--- src/rtl/audio_noise_gate_assert.svh ---
// ----------------------------------------------------------------------------
// audio_noise_gate assertion macros
// Shared concurrent assertion forms used by the noise gate RTL.
// ----------------------------------------------------------------------------
`ifndef AUDIO_NOISE_GATE_ASSERT_SVH
`define AUDIO_NOISE_GATE_ASSERT_SVH

// Condition that must hold in the same cycle as the trigger.
`define ANG_ASSERT_SAME(label, clk, rst_n, trig, cond) \
    label: assert property (@(posedge clk) disable iff (!rst_n) (trig) |-> (cond)) \
        else $error("audio_noise_gate: same-cycle assertion failed");

// Condition that must hold in the cycle after the trigger.
`define ANG_ASSERT_NEXT(label, clk, rst_n, trig, cond) \
    label: assert property (@(posedge clk) disable iff (!rst_n) (trig) |=> (cond)) \
        else $error("audio_noise_gate: next-cycle assertion failed");

`endif

--- src/rtl/ang_pkg.sv ---
// ----------------------------------------------------------------------------
// ang_pkg
// Widths, constants and payload types of the audio noise gate.
// ----------------------------------------------------------------------------
package ang_pkg;

    localparam int SAMPLE_BITS    = 16;
    localparam int GAIN_FRAC_BITS = 16;
    localparam int COEFF_BITS     = 16;
    localparam int THRESH_BITS    = 15;
    localparam int ENV_W          = GAIN_FRAC_BITS + 1;

    // Operand width of the shared multiplier: wide enough for every use.
    localparam int MUL_W_A = (SAMPLE_BITS > ENV_W) ? SAMPLE_BITS : ENV_W;
    localparam int MUL_W   = (MUL_W_A > COEFF_BITS) ? MUL_W_A : COEFF_BITS;
    localparam int PROD_W  = 2 * MUL_W;

    localparam logic [ENV_W-1:0] ENV_ONE  = ENV_W'(1) << GAIN_FRAC_BITS;
    localparam logic [ENV_W-1:0] ENV_HALF = ENV_W'(1) << (GAIN_FRAC_BITS - 1);

    localparam int APB_ADDR_W = 4;
    localparam int APB_DATA_W = 32;

    localparam logic [THRESH_BITS-1:0] THRESH_RESET  = THRESH_BITS'(328);
    localparam logic [COEFF_BITS-1:0]  ATTACK_RESET  = COEFF_BITS'(655);
    localparam logic [COEFF_BITS-1:0]  RELEASE_RESET = COEFF_BITS'(66);

    typedef enum logic [1:0] {
        REG_THRESHOLD = 2'd0,
        REG_ATTACK    = 2'd1,
        REG_RELEASE   = 2'd2,
        REG_SPARE     = 2'd3
    } t_reg_idx;

    typedef struct packed {
        logic signed [SAMPLE_BITS-1:0] sample_in;
        logic                          block_start;
    } t_in;

    typedef struct packed {
        logic signed [SAMPLE_BITS-1:0] sample_out;
        logic                          gate_is_open;
        logic                          gate_toggled;
    } t_out;

    typedef struct packed {
        logic [THRESH_BITS-1:0] threshold_level;
        logic [COEFF_BITS-1:0]  attack_coeff;
        logic [COEFF_BITS-1:0]  release_coeff;
    } t_cfg;

endpackage

--- src/rtl/ang_regs.sv ---
// ----------------------------------------------------------------------------
// ang_regs
// APB-style configuration registers: threshold, attack and release.
// ----------------------------------------------------------------------------
module ang_regs (
    input  logic                             i_clk,
    input  logic                             i_rst_n,
    input  logic                             psel,
    input  logic                             penable,
    input  logic                             pwrite,
    input  logic [ang_pkg::APB_ADDR_W-1:0]   paddr,
    input  logic [ang_pkg::APB_DATA_W-1:0]   pwdata,
    output logic [ang_pkg::APB_DATA_W-1:0]   prdata,
    output logic                             pready,
    output ang_pkg::t_cfg                    o_cfg
);

    ang_pkg::t_cfg     r_cfg;
    logic              wr_en;
    ang_pkg::t_reg_idx reg_idx;

    assign reg_idx = ang_pkg::t_reg_idx'(paddr[3:2]);
    assign wr_en   = psel && penable && pwrite;
    assign pready  = 1'b1;
    assign o_cfg   = r_cfg;

    always_ff @(posedge i_clk) begin
        if (!i_rst_n) begin
            r_cfg.threshold_level <= ang_pkg::THRESH_RESET;
            r_cfg.attack_coeff    <= ang_pkg::ATTACK_RESET;
            r_cfg.release_coeff   <= ang_pkg::RELEASE_RESET;
        end else if (wr_en) begin
            case (reg_idx)
                ang_pkg::REG_THRESHOLD: begin
                    r_cfg.threshold_level <= pwdata[ang_pkg::THRESH_BITS-1:0];
                end
                ang_pkg::REG_ATTACK: begin
                    r_cfg.attack_coeff <= pwdata[ang_pkg::COEFF_BITS-1:0];
                end
                ang_pkg::REG_RELEASE: begin
                    r_cfg.release_coeff <= pwdata[ang_pkg::COEFF_BITS-1:0];
                end
                default: begin
                end
            endcase
        end
    end

    always_comb begin
        case (reg_idx)
            ang_pkg::REG_THRESHOLD:
                prdata = ang_pkg::APB_DATA_W'(r_cfg.threshold_level);
            ang_pkg::REG_ATTACK:
                prdata = ang_pkg::APB_DATA_W'(r_cfg.attack_coeff);
            ang_pkg::REG_RELEASE:
                prdata = ang_pkg::APB_DATA_W'(r_cfg.release_coeff);
            default:
                prdata = '0;
        endcase
    end

endmodule

--- src/rtl/ang_mul.sv ---
// ----------------------------------------------------------------------------
// ang_mul
// Shared unsigned multiplier with a registered product.
// ----------------------------------------------------------------------------
module ang_mul (
    input  logic                          i_clk,
    input  logic                          i_en,
    input  logic [ang_pkg::MUL_W-1:0]     i_a,
    input  logic [ang_pkg::MUL_W-1:0]     i_b,
    output logic [ang_pkg::PROD_W-1:0]    o_prod
);

    logic [ang_pkg::PROD_W-1:0] r_prod;
    logic [ang_pkg::PROD_W-1:0] n_prod;

    assign n_prod = ang_pkg::PROD_W'(i_a) * ang_pkg::PROD_W'(i_b);
    assign o_prod = r_prod;

    // The product holds while disabled, so a stalled result stays readable.
    always_ff @(posedge i_clk) begin
        if (i_en) begin
            r_prod <= n_prod;
        end
    end

endmodule

--- src/rtl/audio_noise_gate.sv ---
// Each accepted sample passes the update, gain and load states in order;
// no new sample is taken until its result is loaded into the output. The
// shared multiplier is used twice per sample (envelope step, then sample
// times envelope). A new sample is taken while the previous result still
// waits in the output. Reset clears the envelope and gate state to zero
// (closed) and loads the default threshold, attack and release values.
// ----------------------------------------------------------------------------
// audio_noise_gate
// Noise gate with an attack/release gain envelope and a shared multiplier.
// ----------------------------------------------------------------------------
module audio_noise_gate (
    input  logic                             i_clk,
    input  logic                             i_rst_n,
    input  logic                             i_in_valid,
    output logic                             o_in_ready,
    input  ang_pkg::t_in                     i_in_data,
    output logic                             o_out_valid,
    input  logic                             i_out_ready,
    output ang_pkg::t_out                    o_out_data,
    input  logic                             psel,
    input  logic                             penable,
    input  logic                             pwrite,
    input  logic [ang_pkg::APB_ADDR_W-1:0]   paddr,
    input  logic [ang_pkg::APB_DATA_W-1:0]   pwdata,
    output logic [ang_pkg::APB_DATA_W-1:0]   prdata,
    output logic                             pready
);

    `include "audio_noise_gate_assert.svh"

    localparam int SB = ang_pkg::SAMPLE_BITS;
    localparam int EW = ang_pkg::ENV_W;
    localparam int CB = ang_pkg::COEFF_BITS;
    localparam int SUM_W = CB + EW + 1;

    typedef enum logic [3:0] {
        S_IDLE = 4'b0001,
        S_UPD  = 4'b0010,
        S_GAIN = 4'b0100,
        S_LOAD = 4'b1000
    } t_state;

    ang_pkg::t_cfg cfg;

    t_state               r_state, n_state;
    logic [EW-1:0]        r_env;
    logic                 r_gate;
    logic [SB-1:0]        r_mag;
    logic                 r_neg;
    logic                 r_open;
    logic                 r_out_valid;
    ang_pkg::t_out        r_out;

    logic                 in_acc;
    logic                 load_out;
    logic [SB-1:0]        in_mag;
    logic                 in_neg;
    logic                 in_open;
    logic [EW-1:0]        env_cur;
    logic [EW-1:0]        env_dist;
    logic [CB-1:0]        coeff;
    logic                 mul_en;
    logic [ang_pkg::MUL_W-1:0]  mul_a, mul_b;
    logic [ang_pkg::PROD_W-1:0] prod;
    logic [SUM_W-1:0]     step_sum;
    logic [SUM_W-CB-1:0]  step;
    logic [EW:0]          env_up;
    logic [EW-1:0]        n_env;
    logic [SB-1:0]        res_mag;
    logic                 now_open;

    ang_regs u_regs (
        .i_clk   (i_clk),
        .i_rst_n (i_rst_n),
        .psel    (psel),
        .penable (penable),
        .pwrite  (pwrite),
        .paddr   (paddr),
        .pwdata  (pwdata),
        .prdata  (prdata),
        .pready  (pready),
        .o_cfg   (cfg)
    );

    assign o_in_ready = (r_state == S_IDLE);
    assign in_acc     = i_in_valid && o_in_ready;
    assign load_out   = (r_state == S_LOAD) && (!r_out_valid || i_out_ready);

    // Magnitude is exact for the most negative sample when read as unsigned.
    assign in_neg   = i_in_data.sample_in[SB-1];
    assign in_mag   = in_neg ? SB'(-i_in_data.sample_in) : SB'(i_in_data.sample_in);
    assign in_open  = in_mag >= SB'(cfg.threshold_level);
    assign env_cur  = i_in_data.block_start ? '0 : r_env;
    assign env_dist = in_open ? (ang_pkg::ENV_ONE - env_cur) : env_cur;
    assign coeff    = in_open ? cfg.attack_coeff : cfg.release_coeff;

    always_comb begin
        if (r_state == S_IDLE) begin
            mul_a = ang_pkg::MUL_W'(coeff);
            mul_b = ang_pkg::MUL_W'(env_dist);
        end else begin
            mul_a = ang_pkg::MUL_W'(r_mag);
            mul_b = ang_pkg::MUL_W'(r_env);
        end
    end

    assign mul_en = in_acc || (r_state == S_GAIN);

    ang_mul u_mul (
        .i_clk  (i_clk),
        .i_en   (mul_en),
        .i_a    (mul_a),
        .i_b    (mul_b),
        .o_prod (prod)
    );

    // Envelope step rounds up so that the envelope can settle on its target.
    assign step_sum = SUM_W'(prod[CB+EW-1:0]) + SUM_W'({CB{1'b1}});
    assign step     = step_sum[SUM_W-1:CB];
    assign env_up   = (EW+1)'(r_env) + (EW+1)'(step);

    always_comb begin
        if (r_open) begin
            n_env = (env_up > (EW+1)'(ang_pkg::ENV_ONE)) ? ang_pkg::ENV_ONE : env_up[EW-1:0];
        end else begin
            n_env = r_env - step[EW-1:0];
        end
    end

    assign res_mag  = prod[ang_pkg::GAIN_FRAC_BITS +: SB];
    assign now_open = r_env > ang_pkg::ENV_HALF;

    always_comb begin
        n_state = r_state;
        case (r_state)
            S_IDLE: if (in_acc)   n_state = S_UPD;
            S_UPD:                n_state = S_GAIN;
            S_GAIN:               n_state = S_LOAD;
            S_LOAD: if (load_out) n_state = S_IDLE;
            default:              n_state = S_IDLE;
        endcase
    end

    always_ff @(posedge i_clk) begin
        if (!i_rst_n) begin
            r_state     <= S_IDLE;
            r_env       <= '0;
            r_gate      <= 1'b0;
            r_out_valid <= 1'b0;
        end else begin
            r_state <= n_state;
            if (in_acc) begin
                r_env <= env_cur;
            end else if (r_state == S_UPD) begin
                r_env <= n_env;
            end
            if (load_out) begin
                r_gate      <= now_open;
                r_out_valid <= 1'b1;
            end else if (i_out_ready) begin
                r_out_valid <= 1'b0;
            end
        end
    end

    always_ff @(posedge i_clk) begin
        if (in_acc) begin
            r_mag  <= in_mag;
            r_neg  <= in_neg;
            r_open <= in_open;
        end
        if (load_out) begin
            r_out.sample_out   <= r_neg ? -res_mag : res_mag;
            r_out.gate_is_open <= now_open;
            r_out.gate_toggled <= now_open != r_gate;
        end
    end

    assign o_out_valid = r_out_valid;
    assign o_out_data  = r_out;

    `ANG_ASSERT_SAME(a_env_limit, i_clk, i_rst_n, 1'b1, r_env <= ang_pkg::ENV_ONE)
    `ANG_ASSERT_NEXT(a_accept_seq, i_clk, i_rst_n, in_acc, r_state == S_UPD)
    `ANG_ASSERT_NEXT(a_load_valid, i_clk, i_rst_n, load_out, o_out_valid && o_in_ready)
    `ANG_ASSERT_SAME(a_gate_match, i_clk, i_rst_n, o_out_valid, o_out_data.gate_is_open == r_gate)

endmodule
--- config.mk ---
export PLATFORM = sky130hd
export DESIGN_NAME = audio_noise_gate
export DESIGN_NICKNAME = d
export VERILOG_FILES = /design/src/rtl/ang_pkg.sv /design/src/rtl/ang_regs.sv /design/src/rtl/ang_mul.sv /design/src/rtl/audio_noise_gate.sv
export VERILOG_INCLUDE_DIRS = /design/src /design/src/rtl
export SDC_FILE = /design/constraint.sdc
export NUM_CORES = 1
export LEC_CHECK = 0
export BUFFER_PORTS_ARGS = -buffer_cell sky130_fd_sc_hd__buf_2
export CAP_MARGIN = 10
export CELL_PAD_IN_SITES_DETAIL_PLACEMENT = 0
export CELL_PAD_IN_SITES_GLOBAL_PLACEMENT = 1
export CORE_UTILIZATION = 25
export DETAILED_ROUTE_END_ITERATION = 16
export MAX_ROUTING_LAYER = met4
export PLACE_DENSITY = 0.48
export SYNTH_ARGS = -nofsm -noshare
export SYNTH_HDL_FRONTEND = slang
export SYNTH_SLANG_ARGS = --single-unit
--- constraint.sdc ---
create_clock -name i_clk -period 10.9 [get_ports i_clk]
set_input_delay 2.18 -clock i_clk [delete_from_list [all_inputs] [get_ports i_clk]]
set_output_delay 2.18 -clock i_clk [all_outputs]
set_load 0.005 [all_outputs]
==> reports/results.tsv, run 1 <==
stage	metric	value	unit
worst_setup_path	critPathRequiredTime	11140	ps
sta	slew_violations	0	
worst_setup_path	worstPathArrival	10860	ps
sta	rsz0062_at_grt	yes	
drt	num_vias	16993	
clocking	cts_hold_buf	0	
floorplanning	coreArea	0.0758	mm^2
pwr	vdd_drop_max	0.000100	V
drt	drtIter0Drc	938	
worst_setup_path	worstSetupStartpointType	primary input	
run_status	status	completed	
hold_path	min_path_type	flop to flop	
floorplanning	die_area	0.0776	mm^2
grt	grt-ovfl-total	0	
floorplanning	initial_core_util	25.2	%
drt	via_per_inst	4.86	
grt	grt_pass1_vias	17456	
logic_synthesis	syn_area_per_cell	8.56	um^2
logic_synthesis	synth_cell_types	90	
sta	clock_skew	21.1	ps
logic_synthesis	async_reset_ff_share	0	%
clocking	cts_max_level	4	
worst_setup_path	crit_slowest_cell	fa_2	
hold_path	hp-start	u_regs.o_cfg[34]	
clocking	cts_tree	yes	
final_layout	nNetsFinal	2931	
sta	worst_pin_slew	971	ps
worst_setup_path	rrSetupSlack	2270	ps
logic_synthesis	ys_seq_area_share	18.2	%
worst_setup_path	cp-end-kind	flop	
sta	slew_headroom	35.1	%
clocking	clk_latency	500	ps
logic_synthesis	synth-edff-count	69	
grt	grt_antenna_before_repair	0	
sta	fmax	0.0941	GHz
run	drv_cap	0	
clocking	cts_root_buf	clkbuf_16	
clocking	clk_pin_slew	70	ps
logic_synthesis	synth_seq_cells	139	
worst_setup_path	slowest_delay	630	ps
drt	drt_wl_total	70300	um
placement	place_congestion	0.874	
placement	portBuffers	77	
logic_synthesis	syn_area	0.0191	mm^2
final_layout	insertedDiodeCount	0	
final_layout	syn_to_final_growth	23.7	%
worst_setup_path	critPathMostFrequentCell	fa_1	
clocking	clock-sinks	139	
pwr	power.density	152	mW/mm^2
final_layout	drive_above_1_share	21.2	%
grt	grt_max_degree	59	
sta	finalSetupTns	0	ps
logic_synthesis	synth_flop_cell	dfxtp_1	
sta	setup_viol	0	
logic_synthesis	ys_warn_count	0	
clocking	clk_path_buf_depth	2	
sta	fin_crit_sh	97.4	%
worst_setup_path	crit_path_start	i_in_data[4]	
hold_path	min_path_cells	2	
clocking	tritoncts.num_buffers	17	
final_layout	mostFrequentLayoutCells	inv_1 (303), buf_4 (261), nand2_1 (247)	
worst_setup_path	cp_max_fo	11	
grt	grtUsageTotal	18.9	%
worst_setup_path	r2r_cells	28	
worst_setup_path	worstSetupPathType	primary input to flop	
worst_setup_path	r2r-start	r_env[2]	
drt	drcViolationCount	0	
drt	dr.pass1.iters	5	
grt	grt_first_pass_wirelength	108000	um
drt	wl_per_cell	20.1	um
drt	antenna_left	0	
final_layout	final_common_cell	inv_1	
final_layout	instances_no_fill	3495	
logic_synthesis	synthCells	2234	
floorplanning	fp-row-count	101	
pwr	p_leak	10.5	nW
placement	dp_cells	3440	
sta	fin_crit	10620	ps
sta	finalHoldViolations	0	
floorplanning	pin_count	113	
floorplanning	die_height	279	um
placement	post-dp-hpwl	57500	um
floorplanning	fp.dieW	279	um
==> stage by stage <==
step | total power [W] | setup slack [ps] | area, um^2 | hold WS [ps] | utilization, %
5_1_grt | 0.00390 | -36.2 | 23700 | 524 | 31.2
6_report | 0.00359 | 279 | 23700 | 493 | 31.2
3_3_place_gp | 0.00291 | -761 | 22400 | 471 | 29.6
3_5_place_dp | 0.00293 | -807 | 22400 | 491 | 29.6
4_1_cts | 0.00359 | 0.427 | 23100 | 499 | 30.5
2_1_floorplan | 0.00207 | -3.07 | 19300 | 453 | -
==> critical path, delay by kind of cell <==
family / cells / cell delay [ps]
buf+inv: 9 / 1010
fa+ha+maj: 8 / 3570
simple gates: 8 / 1990
xor+xnor: 2 / 230
compound gates: 9 / 1860
==> area by class of cell <==
class | count | area, um^2
clock buffer | 22 | 474
clock inverter | 10 | 105
fill | 8070 | 52200
inverter | 308 | 1160
multi-input combinational | 1676 | 14500
sequential | 139 | 3470
tap | 978 | 1220
timing repair buffer | 362 | 2740
==> sequential cells by signal, indices dropped and copies added, names as in the netlist <==
register      count
u_regs.o_cfg     47
u_mul.o_prod     33
o_out_data       18
r_env            17
r_mag            16
r_state           4
o_out_valid       1
r_gate            1
r_neg             1
r_open            1
==> final timing paths <==
path                                    endpoint
worst min register to register  u_regs.o_cfg[34]
worst max-delay path            u_mul.o_prod[32]
worst min-delay path            u_regs.o_cfg[34]
worst max register to register  u_mul.o_prod[32]
==> routing by layer <==
metal / share of wire (%) / global-route usage [%] / wire, um
met1: 47 / 25.1 / 33300
met2: 46 / 30.1 / 32500
met3: 3.8 / 2.38 / 2660
met4: 2.6 / 5.69 / 1850
met5: 0 / - / 0
==> cell families (layout without fill, tap and decap cells) <==
| family | Yosys count | count (layout) | synth area share (%) |
|---|---|---|---|
| adders and majority gates | 367 | 367 | 32.3 |
| buffers and inverters | 434 | 702 | 9.14 |
| muxes | 27 | 27 | 1.49 |
| DFF | 139 | 139 | 18.2 |
| xor gates and xnor gates | 88 | 88 | 4.03 |
| and+or+nand+nor | 614 | 614 | 15.6 |
| other | 2 | 17 | 0.0393 |
| AOI/OAI and AO/OA | 563 | 563 | 19.3 |
==> cells in the mapped netlist, types with 15 or more instances <==
| cell | n | area share [%] |
|---|---|---|
| xnor2_1 | 65 | 3.0 |
| buf_4 | 19 | 0.75 |
| nand2b_1 | 21 | 0.69 |
| inv_1 | 307 | 6.0 |
| dfxtp_1 | 70 | 7.3 |
| nand2_1 | 248 | 4.9 |
| xor2_1 | 23 | 1.1 |
| buf_2 | 32 | 0.84 |
| fa_1 | 210 | 22 |
| a31oi_1 | 30 | 0.98 |
| nor2b_1 | 36 | 1.2 |
| a21oi_1 | 132 | 3.5 |
| nor2_1 | 127 | 2.5 |
| clkbuf_1 | 70 | 1.4 |
| nand4_1 | 16 | 0.52 |
| nor3_1 | 27 | 0.71 |
| o221a_2 | 16 | 0.94 |
| and2_1 | 15 | 0.49 |
| a21boi_0 | 40 | 1.6 |
| o21ai_0 | 158 | 4.1 |
| o31ai_1 | 21 | 0.82 |
| a21o_1 | 25 | 0.98 |
| mux2i_1 | 21 | 1.1 |
| nand3_1 | 33 | 0.86 |
| edfxtp_1 | 69 | 11 |
| ha_1 | 157 | 10 |
| or3_1 | 15 | 0.49 |
==> where the power goes <==
part | switching (W) | leakage [nW] | internal (W)
clock | 0.000283 | 0.280 | 0.000336
combinational | 0.00128 | 9.04 | 0.000947
sequential | 0.0000951 | 1.22 | 0.000651
total | 0.00166 | 10.5 | 0.00193
==> what timing repair did <==
item	in CTS	in global routing
resized for setup	3	86
gates cloned	0	2
setup endpoints to repair	7	12
buffers inserted	9	12
pin swaps	5	37
Power figures use the tool's default switching activity.
==> run 2, diff against run 1 <==
--- a/config.mk
+++ b/config.mk
@@ -10,6 +10,7 @@
 export CAP_MARGIN = 10
 export CELL_PAD_IN_SITES_DETAIL_PLACEMENT = 0
 export CELL_PAD_IN_SITES_GLOBAL_PLACEMENT = 1
+export CORE_MARGIN = 2
 export CORE_UTILIZATION = 25
 export DETAILED_ROUTE_END_ITERATION = 16
 export MAX_ROUTING_LAYER = met4
==> run 2 against run 1 <==
Compared with the run above:
- first-iteration DRC count up 16%
- largest cell class unchanged
- hold slack worse by 6.1 ps
- die area up 1.4%
- critical endpoint unchanged
- register-to-register slack worse by 420 ps
==> reports/results.tsv, run 2 (same netlist as run 1, synthesis figures left out) <==
stage	metric	value	unit	change
run_status	status	completed		
final_layout	syn_to_final_growth	23.1	%	
clocking	clk_latency	520	ps	+20 ps
pwr	p_seq_share	20.7	%	about the same
placement	portBuffers	77		unchanged
sta	clock_skew	38.9	ps	+17.9 ps
clocking	clk_pin_slew	70	ps	about the same
pwr	clkPwrFrac	18.2	%	+1.0 points
worst_setup_path	critPathMostFrequentCell	fa_1		
placement	post-dp-hpwl	57600	um	+0.18%
worst_setup_path	critPathRequiredTime	11150	ps	about the same
placement	place_congestion	0.884		+1.2%
floorplanning	fp.dieW	281	um	+0.72%
sta	setup_viol	0		unchanged
final_layout	nNetsFinal	2917		-0.48%
final_layout	drive_above_1_share	20.5	%	-0.76 points
clocking	cts_hold_buf	0		unchanged
worst_setup_path	cp_max_fo	8		-3
worst_setup_path	worstSetupStartpointType	primary input		
final_layout	utilization	31.0	%	-0.15 points
sta	fin_crit	10670	ps	+51.1 ps
sta	slew_violations	0		unchanged
worst_setup_path	worstPathArrival	10920	ps	+60 ps
pwr	power.density	154	mW/mm^2	+1.6%
sta	slew_headroom	36.4	%	+1.3 points
grt	grt_pass1_vias	17314		-0.81%
placement	placed_area	0.0224	mm^2	about the same
sta	fmax	0.0937	GHz	-0.48%
pwr	p_switching	0.00169	W	+2.0%
final_layout	mostFrequentLayoutCells	inv_1 (302), buf_4 (247), nand2_1 (246)		
worst_setup_path	crit_slowest_cell	or4_4		
floorplanning	die_area	0.0787	mm^2	+1.4%
pwr	combPwrFrac	61.1	%	-0.9 points
sta	worst_pin_slew	952	ps	-19.7 ps
pwr	swShare	46.6	%	+0.40 points
clocking	clock-sinks	139		unchanged
final_layout	largest_register_ffs	47		unchanged
floorplanning	coreArea	0.0758	mm^2	unchanged
final_layout	final_common_cell	inv_1		
clocking	cts_tree	yes		
drt	via_per_inst	4.86		about the same
drt	antenna_left	0		unchanged
drt	wl_per_cell	20.4	um	+1.5%
run	drv_cap	0		unchanged
sta	fin_crit_sh	97.9	%	+0.47 points
drt	drtIter0Drc	1085		+16%
drt	dr.pass1.iters	7		+2
clocking	cts_root_buf	clkbuf_16		
floorplanning	die_height	281	um	+0.72%
floorplanning	fp-row-count	101		unchanged
grt	grt_first_pass_wirelength	107000	um	-0.32%
grt	grt_antenna_before_repair	0		unchanged
drt	drt_wl_total	71100	um	+1.1%
clocking	tritoncts.num_buffers	17		unchanged
drt	drcViolationCount	0		unchanged
grt	grtUsageTotal	18.7	%	-0.26 points
drt	num_vias	16930		-0.37%
worst_setup_path	slowest_delay	570	ps	-60 ps
pwr	vdd_drop_max	0.000120	V	+19%
hold_path	min_path_type	flop to flop		
floorplanning	initial_core_util	25.2	%	unchanged
sta	finalHoldViolations	0		unchanged
final_layout	finalInstanceArea	0.0235	mm^2	-0.48%
sta	finalSetupTns	0	ps	unchanged
grt	grt_max_degree	59		unchanged
floorplanning	pin_count	113		unchanged
worst_setup_path	worstSetupPathType	primary input to flop		
pwr	p_leak	10.5	nW	-0.53%
grt	grt-ovfl-total	0		unchanged
pwr	p_int	0.00194	W	+0.33%
clocking	cts_max_level	4		unchanged
worst_setup_path	cp-end-kind	flop		
clocking	clk_path_buf_depth	2		unchanged
[run 2: worst max-delay path: cells and delay by family]
family,cells,cell delay (ps)
AND/OR/NAND/NOR,9,2500
adder cells (fa/ha/maj),8,3570
AO/OA/AOI/OAI,8,1600
XOR/XNOR,2,220
buffers and inverters,8,810
[run 2: what timing repair did]
action / CTS / global route
resized for setup: 9 / 66
cloned: 0 / 3
setup buffers: 1 / 8
pin swaps: 4 / 30
setup endpoints to repair: 7 / 11
hold endpoints to repair: 0 / 0
[run 2: routing by layer]
layer | GRT usage, % | up-vias | share of wire [%]
li1 | - | 8102 | -
met1 | 24.6 | 8420 | 47
met2 | 30.5 | 352 | 47
met3 | 2.14 | 56 | 3.7
met4 | 4.72 | 0 | 1.8
met5 | - | - | 0
[run 2: per-stage QoR]
stage | hold WS (ps) | worst slack (ps) | instances | power [W]
3_5_place_dp | 486 | -838 | 3437 | 0.00294
2_1_floorplan | 453 | -3.07 | 2249 | 0.00207
4_1_cts | 495 | 19.0 | 3470 | 0.00364
3_3_place_gp | 481 | -778 | 3437 | 0.00293
5_1_grt | 522 | -39.9 | 3481 | 0.00394
6_report | 487 | 227 | 3482 | 0.00363
[run 2: worst paths after layout]
kind	slack (ps)	cells past startpoint	endpoint	startpoint
max	230	35	u_mul.o_prod[32]	i_in_data[4]
max reg2reg	1850	27	u_mul.o_prod[32]	r_state[1]
min reg2reg	490	2	u_regs.o_cfg[33]	u_regs.o_cfg[33]
min	490	2	u_regs.o_cfg[33]	u_regs.o_cfg[33]
[run 2: area by class of cell]
| cell class | count | area (um^2) |
|---|---|---|
| Antenna cell | 1 | 2.50 |
| Clock buffer | 17 | 425 |
| Clock inverter | 15 | 180 |
| Fill cell | 8098 | 52300 |
| Inverter | 308 | 1160 |
| Multi-Input combinational cell | 1677 | 14400 |
| Sequential cell | 139 | 3470 |
| Tap cell | 978 | 1220 |
| Timing Repair Buffer | 347 | 2650 |
[run 2: power by group through the flow]
stage	Combinational, W	Clock [W]	Sequential, W
final	0.00222	0.000662	0.000750
after global routing	0.00248	0.000702	0.000760
after CTS	0.00220	0.000686	0.000755
after detailed placement	0.00217	0	0.000767
after global placement	0.00216	0	0.000765
after floorplan	0.00138	0	0.000690
